[config.mk]
export PLATFORM = sky130hd
export DESIGN_NAME = utf8_style_uint_decoder_top
export DESIGN_NICKNAME = d
export VERILOG_FILES = /design/src/design/u8dec_pkg.sv /design/src/design/utf8_style_uint_decoder_top.sv
export SDC_FILE = /design/constraint.sdc
export NUM_CORES = 1
export LEC_CHECK = 0
export BUFFER_PORTS_ARGS = -buffer_cell sky130_fd_sc_hd__buf_4
export CAP_MARGIN = 25
export CORE_UTILIZATION = 48
export CTS_CLUSTER_DIAMETER = 120
export DETAILED_ROUTE_END_ITERATION = 12
export PLACE_DENSITY_LB_ADDON = 0.1
export SYNTH_ARGS = -nofsm -noshare
export SYNTH_HDL_FRONTEND = slang
export SYNTH_SLANG_ARGS = --single-unit
export TNS_END_PERCENT = 100
[constraint.sdc]
create_clock -name clock -period 2 [get_ports clock]
set_input_delay 0.4 -clock clock [delete_from_list [all_inputs] [get_ports clock]]
set_output_delay 0.4 -clock clock [all_outputs]
set_load 0.05 [all_outputs]
[src/design/u8dec_pkg.sv]
`timescale 1ns / 1ps

package u8dec_pkg;

   localparam int ByteWidth  = 8;
   localparam int ValueWidth = 21;
   localparam int CountWidth = 2;
   localparam int DataWidth  = ((ValueWidth + 7) / 8) * 8;

   typedef logic [ByteWidth-1:0]  byte_type;
   typedef logic [ValueWidth-1:0] value_type;
   typedef logic [CountWidth-1:0] count_type;

   localparam count_type LenOne   = 2'd1;
   localparam count_type LenTwo   = 2'd2;
   localparam count_type LenThree = 2'd3;
   localparam count_type LenIdle  = 2'd0;

   typedef struct packed {
      logic      valid;
      value_type value;
      logic      error;
   } result_type;

endpackage

[src/design/utf8_style_uint_decoder_top.sv]
`timescale 1ns / 1ps
// rsp_tvalid is registered: a req byte passes the input register, then the result register
// throughput: one byte per cycle, limited only by rsp_tready backpressure
// a lead byte of a multi-byte sequence gives no result; the last byte gives one
// reset (synchronous, active high) empties both registers and returns the decoder to idle
module utf8_style_uint_decoder_top (
   input  logic                       clock,
   input  logic                       reset,
   input  logic                       req_tvalid,
   output logic                       req_tready,
   input  logic [u8dec_pkg::ByteWidth-1:0] req_tdata,  // [7:0] byte_in
   output logic                       rsp_tvalid,
   input  logic                       rsp_tready,
   output logic [u8dec_pkg::DataWidth-1:0] rsp_tdata,  // [20:0] value, rest zero
   output logic                       rsp_tuser   // [0] error
);
   import u8dec_pkg::*;

   logic       in_valid_ff, in_valid_in;
   byte_type   byte_ff, byte_in;
   count_type  left_ff, left_in;
   value_type  acc_ff, acc_in;
   logic       bad_ff, bad_in;
   logic       rsp_valid_ff, rsp_valid_in;
   value_type  rsp_value_ff, rsp_value_in;
   logic       rsp_err_ff, rsp_err_in;
   logic       advance;
   result_type res;
   count_type  left_dec;
   value_type  acc_dec;
   logic       bad_dec;

   assign advance    = in_valid_ff && (!rsp_valid_ff || rsp_tready);
   assign req_tready = !in_valid_ff || advance;

   always_comb begin
      left_dec = left_ff;
      acc_dec  = acc_ff;
      bad_dec  = bad_ff;
      res      = '{valid: 1'b0, value: '0, error: 1'b0};
      if (left_ff == LenIdle) begin
         case (byte_ff) inside
            [8'h00:8'h7F]: begin
               res = '{valid: 1'b1, value: value_type'(byte_ff), error: 1'b0};
            end
            [8'hC0:8'hDF]: begin
               acc_dec  = value_type'(byte_ff[4:0]);
               left_dec = LenOne;
               bad_dec  = 1'b0;
            end
            [8'hE0:8'hEF]: begin
               acc_dec  = value_type'(byte_ff[3:0]);
               left_dec = LenTwo;
               bad_dec  = 1'b0;
            end
            [8'hF0:8'hF7]: begin
               acc_dec  = value_type'(byte_ff[2:0]);
               left_dec = LenThree;
               bad_dec  = 1'b0;
            end
            default: begin
               res = '{valid: 1'b1, value: '0, error: 1'b1};
            end
         endcase
      end else begin
         bad_dec  = bad_ff || (byte_ff[7:6] != 2'b10);
         acc_dec  = {acc_ff[ValueWidth-7:0], byte_ff[5:0]};
         left_dec = left_ff - LenOne;
         if (left_dec == LenIdle) begin
            res     = '{valid: 1'b1, value: bad_dec ? '0 : acc_dec, error: bad_dec};
            acc_dec = '0;
            bad_dec = 1'b0;
         end
      end
   end

   always_comb begin
      in_valid_in  = in_valid_ff;
      byte_in      = byte_ff;
      left_in      = left_ff;
      acc_in       = acc_ff;
      bad_in       = bad_ff;
      rsp_valid_in = rsp_valid_ff;
      rsp_value_in = rsp_value_ff;
      rsp_err_in   = rsp_err_ff;
      if (rsp_valid_ff && rsp_tready) begin
         rsp_valid_in = 1'b0;
      end
      if (advance) begin
         in_valid_in = 1'b0;
         left_in     = left_dec;
         acc_in      = acc_dec;
         bad_in      = bad_dec;
         if (res.valid) begin
            rsp_valid_in = 1'b1;
            rsp_value_in = res.value;
            rsp_err_in   = res.error;
         end
      end
      if (req_tvalid && req_tready) begin
         in_valid_in = 1'b1;
         byte_in     = req_tdata;
      end
   end

   always_ff @(posedge clock) begin
      if (reset) begin
         in_valid_ff  <= 1'b0;
         rsp_valid_ff <= 1'b0;
         left_ff      <= LenIdle;
         acc_ff       <= '0;
         bad_ff       <= 1'b0;
      end else begin
         in_valid_ff  <= in_valid_in;
         rsp_valid_ff <= rsp_valid_in;
         left_ff      <= left_in;
         acc_ff       <= acc_in;
         bad_ff       <= bad_in;
      end
   end

   always_ff @(posedge clock) begin
      byte_ff      <= byte_in;
      rsp_value_ff <= rsp_value_in;
      rsp_err_ff   <= rsp_err_in;
   end

   assign rsp_tvalid = rsp_valid_ff;
   assign rsp_tdata  = DataWidth'(rsp_value_ff);
   assign rsp_tuser  = rsp_err_ff;

   a_err_zero_value: assert property (@(posedge clock) disable iff (reset)
      (rsp_valid_ff && rsp_err_ff) |-> (rsp_value_ff == '0))
      else $error("error result with nonzero value");

   a_empty_ready: assert property (@(posedge clock) disable iff (reset)
      !in_valid_ff |-> req_tready)
      else $error("input stage empty but not ready");

   a_seq_done_idle: assert property (@(posedge clock) disable iff (reset)
      (advance && (left_ff == LenOne)) |=> (left_ff == LenIdle))
      else $error("decoder not idle after last continuation byte");

   a_lead_no_result: assert property (@(posedge clock) disable iff (reset)
      (advance && (left_ff == LenIdle) && (byte_ff[7:6] == 2'b11)
         && (byte_ff[7:3] != 5'b11111)) |=> (left_ff != LenIdle))
      else $error("lead byte did not start a sequence");

   a_mid_no_result: assert property (@(posedge clock) disable iff (reset)
      (advance && ((left_ff == LenTwo) || (left_ff == LenThree))) |-> !res.valid)
      else $error("result inside a sequence");

endmodule
Yosys cells after proc, flatten, opt, wreduce, memory -nomap -nowiden
Index checks and enable logic that the tools add are counted.
{"block": "word_totals", "elab_cells": 66, "output_inout_bits": 27, "mem_count": 0, "mem_bits_rw": 0, "romBits": 0, "reg_bits": 50, "in_bits": 12, "latch_bits": 0}
{"block": "op_classes", "div_mod_pow": 0, "add_sub_neg": 1, "eq_ne": 3, "mul": 0, "shifts": 0, "n_mux": 29, "bitwise": 0, "n_reduce_logical": 17, "n_lt_le_gt_ge": 8}
{"op": "two-way mux 23 bit", "n": 6}
{"op": "two-way mux 15 bit", "n": 6}
{"op": "greater-or-equal comparator 8 bit (second input constant)", "n": 3}
{"op": "<= comparator 8 bit (second input constant)", "n": 3}
{"op": "two-way mux 21 bit", "n": 1}
{"op": "two-way mux 1 bit", "n": 11}
{"op": "two-way mux 2 bit", "n": 5}
{"op": "greater-or-equal comparator 8 x 1 -> 1 bit (second input constant)", "n": 1}
{"op": "<= comparator 8 x 7 -> 1 bit (second input constant)", "n": 1}
{"op": "logical AND 1 bit", "n": 7}
{"op": "logical NOT 2 bit", "n": 2}
{"op": "inequality test 2 bit (second input constant)", "n": 2}
{"op": "inequality test 4 x 1 -> 1 bit (second input constant)", "n": 1}
{"op": "logical OR 1 bit", "n": 3}
{"op": "AND reduction 3 bit", "n": 1}
{"op": "logical NOT 1 bit", "n": 2}
{"op": "AND reduction 2 bit", "n": 1}
{"op": "nonzero test 2 bit", "n": 1}
{"op": "subtractor 2 x 1 -> 2 bit (second input constant)", "n": 1}

Depth between registers and ports, before layout
{"block": "logic_depth", "word_depth": 9, "depth_mapped": 6}

Least setup slack after synthesis
Ideal clock, no wire load.
{"block": "synth_timing", "kind": "register to register", "from": "reg rsp_valid_ff, in the netlist rsp_tvalid", "to": "reg rsp_err_ff, in the netlist rsp_tuser (enable)", "required_ns": 1.619, "stages_incl_launch_ff": 6, "arrival_ns": 1.772, "setup_slack_ns": -0.153, "path_cell_list": "dfxtp_1 -> nand2b_1 -> and2_1 -> clkbuf_1 -> buf_2 -> and2_1"}
{"block": "synth_via", "elab_chain_cells": 4}
{"element": "from (decl)", "line": "utf8_style_uint_decoder_top.sv:24", "rtl": "logic rsp_valid_ff, rsp_valid_in;"}
{"element": "from (signal assigned)", "line": "utf8_style_uint_decoder_top.sv:115", "rtl": "rsp_valid_ff <= rsp_valid_in;"}
{"element": "logical NOT 1 bit", "line": "utf8_style_uint_decoder_top.sv:33", "rtl": "assign advance = in_valid_ff && (!rsp_valid_ff || rsp_tready);"}
{"element": "logical OR 1 bit", "line": "utf8_style_uint_decoder_top.sv:33"}
{"element": "logical AND 1 bit", "line": "utf8_style_uint_decoder_top.sv:33"}
{"element": "AND reduction 2 bit (no line)"}
{"element": "to (signal assigned)", "line": "utf8_style_uint_decoder_top.sv:125", "rtl": "rsp_err_ff <= rsp_err_in;"}
{"element": "to (decl)", "line": "utf8_style_uint_decoder_top.sv:26", "rtl": "logic rsp_err_ff, rsp_err_in;"}
Every way passes these cells.
A chain may end at the register's enable or synchronous reset.

Worst setup path after layout
{"block": "layout_timing", "from": "reg byte_ff[6]", "to": "reg rsp_value_ff[10], data pin"}
{"block": "layout_via", "elab_chain_cells": 6, "word_cells_on_any_way": 17, "cone_classes": "order compare: 6; eq/ne: 1; mux: 6; reduce/logical: 4"}
{"element": "from (decl)", "line": "utf8_style_uint_decoder_top.sv:20", "rtl": "byte_type byte_ff, byte_in;"}
{"element": "from (signal assigned)", "line": "utf8_style_uint_decoder_top.sv:123", "rtl": "byte_ff <= byte_in;"}
{"element": "greater-or-equal comparator 8 bit (no line) / <= comparator 8 bit (equally long branches)"}
{"element": "logical AND 1 bit (no line)"}
{"element": "two-way mux 23 bit (3 in series)", "line": "utf8_style_uint_decoder_top.sv:42", "rtl": "case (byte_ff) inside"}
{"element": "two-way mux 23 bit *", "line": "utf8_style_uint_decoder_top.sv:41", "rtl": "if (left_ff == LenIdle) begin"}
{"element": "to (signal assigned)", "line": "utf8_style_uint_decoder_top.sv:124", "rtl": "rsp_value_ff <= rsp_value_in;"}
{"element": "to (decl)", "line": "utf8_style_uint_decoder_top.sv:25", "rtl": "value_type rsp_value_ff, rsp_value_in;"}
Every way passes the cells marked *; elsewhere a longest branch is shown, timed or not.

==> flow_metrics.env <==
export IMPL_rsz0062_at_grt="no"
export IMPL_ir_worst_vdd_uv=546
export IMPL_seq_area_um2=1300
export IMPL_cts_root_buf="clkbuf_8"
export IMPL_syn2layout_area_growth_pct=21.2
export IMPL_start_util=0.500
export IMPL_cts_num_sinks=50
export IMPL_p_leak_nw=0.882
export IMPL_switchingPower_mw=0.508
export IMPL_stdcell_area_um2=2410
export IMPL_p_int_mw=1.58
export IMPL_htreeDepth=2
export IMPL_coreArea_um2=3970
export IMPL_seq_area_frac_synth=0.655
export IMPL_post_cts_setup_buffer_count=0
export IMPL_dp_hpwl_um=2520
export IMPL_hold_path_class="in2reg"
export IMPL_yosys_area_top_type_share=0.454
export IMPL_worstSetupEndpointType="register"
export IMPL_nets=214
export IMPL_dpl_instance_area_um2=2300
export IMPL_pin_count=39
export IMPL_fin_setup_tns_ns=0
export IMPL_whs_path_depth=1
export IMPL_ys_ff_latch=50
export IMPL_worstPathMaxFanout=14
export IMPL_rows=23
export IMPL_power_density_nw_per_um2=867
export IMPL_grt_max_degree=23
export IMPL_finalSetupViolations=0
export IMPL_port_buffers=35
export IMPL_p_clk_frac=0.332
export IMPL_avgRoutedWirePerCell_um=14.6
export IMPL_wirelength_um=3690
export IMPL_status="finished, final reports clean"
export IMPL_dieHeight_um=66.3
export IMPL_slew_viol_final=0
export IMPL_grt_pass1_wl_um=6290
export IMPL_grt_pass1_vias=1355
export IMPL_die_area_um2=4400
export IMPL_hold_slack_ns=0.270
export IMPL_antenna_found_initial=0
export IMPL_required_ns=2.17
export IMPL_p_sw_frac=0.243
export IMPL_drv_cap=0
export IMPL_die_w_um=66.3
export IMPL_vias_per_cell=5.38
export IMPL_clk_latency_ns=0.30
export IMPL_clockBufferDepth=2
export IMPL_multi_input_area_um2=621
export IMPL_drtPass1Iterations=4
export IMPL_criticalPathCategory="reg2reg"
export IMPL_drt_iter0_markers=91
export IMPL_power_frac_comb=0.115
export IMPL_antenna_cells=0
export IMPL_numCtsBuffers=5
export IMPL_synth_distinct_cells=33
export IMPL_synth_top_area_cell="edfxtp_1"
export IMPL_r2r_cells=4
export IMPL_ctsResizeCount=0
export IMPL_grtUsageTotal=0.196
export IMPL_place_congestion=0.764
export IMPL_start_kind="register"
export IMPL_cts_tree="done"
export IMPL_nFillCells=321
export IMPL_ant_nets=0
export IMPL_post_route_min_period_ns=1.77
export IMPL_path_clk_slew_ns=0.09
export IMPL_ys_top_cells_by_area="edfxtp_1 (45%), dfxtp_1 (20%), and2_1 (7.2%)"
export IMPL_critical_path_arrival_ns=1.94
export IMPL_netlist_instances=166
export IMPL_syn_mean_instance_area_um2=12.0
export IMPL_synth_warnings=0
export IMPL_grt_overflow=0
export IMPL_fin_skew_ns=0.00652
export IMPL_synthesis_area_um2=1990
export IMPL_timing_final_crit_share=0.885
export IMPL_hold_violations=0
export IMPL_power_frac_seq=0.553
export IMPL_hold_buffers=0
export IMPL_timing_fmax_ghz=0.565
export IMPL_routed_via_count=1361
export IMPL_layout_drive_gt1_share=0.266
export IMPL_post_route_drc_count=0
-- routing by layer --
layer,up-vias,track usage,part of all wire,wire (um)
met4,0,0.106,0.030,111
met3,12,0.0534,0.042,155
li1,668,-,-,-
met2,41,0.311,0.50,1860
met1,640,0.242,0.42,1570
met5,-,0,0,0
-- placed cells by master (no fill, tap or decap), types with 2 or more instances in the layout --
cell type,synthesis,routed
a21oi_1,19,19
o21ai_1,9,9
o2111ai_1,2,2
nand2_1,6,6
buf_4,3,39
clkbuf_8,0,5
o21ai_0,3,3
and2_1,23,22
dfxtp_1,20,20
nor3_1,5,5
edfxtp_1,30,30
nor2_1,5,5
conb_1,1,3
nand3_1,10,10
a22o_1,3,3
nand2b_1,2,2
-- final cells by class --
class / instances / share of cell area
multi-input combinational: 105 / 0.258
sequential: 50 / 0.541
tap: 50 / 0.0260
timing repair buffer: 40 / 0.130
clock inverter: 2 / 0.0156
clock buffer: 6 / 0.0301
-- critical path: stages, from the launching register on --
cell and delay, ns:
edfxtp_1 0.49, nand2b_1 0.23, nor3b_2 0.32, and2b_1 0.40, and2_1 0.19
-- per-stage QoR --
step	total power, mW	worst slack (ns)	instances	util
finish	2.09	0.231	253	0.606
global route	2.16	0.0926	253	0.606
global placement	1.41	0.341	245	0.578
detailed placement	1.42	0.240	245	0.578
CTS	2.10	0.217	253	0.606
floorplan	1.34	0.0842	168	-
-- power by group through the flow --
stage	logic (mW)	registers, mW	clock network, mW
2_1_floorplan	0.105	1.24	0
3_3_place_gp	0.236	1.18	0
3_5_place_dp	0.241	1.18	0
4_1_cts	0.242	1.15	0.706
5_1_grt	0.256	1.16	0.745
6_report	0.240	1.15	0.692
-- state kept, by name, indices dropped and copies added, names as in the netlist --
name,cells
in_valid_ff,1
rsp_value_ff,21
left_ff,2
acc_ff,15
rsp_tvalid,1
rsp_tuser,1
bad_ff,1
byte_ff,8
-- cell families after synthesis --
family                 after synthesis  share of synthesized area
and+or+nand+nor                     59                      0.173
AOI/OAI and AO/OA                   43                      0.134
other                                1                    0.00189
buffers and inverters               13                     0.0365
DFF                                 50                      0.655
-- cell usage after synthesis (all sizes together) --
cell type / instances
nor2: 5
nor3b: 1
nand4b: 1
and3b: 1
o21ba: 1
nor4b: 1
a22oi: 1
and2: 23
conb: 1
nand2: 6
nand3: 11
and2b: 1
a21oi: 20
o21ai: 13
o2111ai: 2
a311oi: 1
a22o: 3
dfxtp: 20
a311o: 1
edfxtp: 30
nand2b: 2
or4: 1
a31oi: 1
nor2b: 1
clkbuf: 5
buf: 8
nor3: 5
-- path summary, 6_finish.rpt --
check | startpoint | endpoint | slack [ns]
worst max register to register | byte_ff[6]$_DFFE_PP_ | rsp_value_ff[10]$_SDFFCE_PP0P_ | 0.23
worst max-delay path | byte_ff[6]$_DFFE_PP_ | rsp_value_ff[10]$_SDFFCE_PP0P_ | 0.23
worst min register to register | acc_ff[10]$_SDFFE_PP0P_ | acc_ff[10]$_SDFFE_PP0P_ | 0.47
worst min-delay path | req_tdata[0] | byte_ff[0]$_DFFE_PP_ | 0.27
No activity file was read; power rests on OpenSTA's default activity.
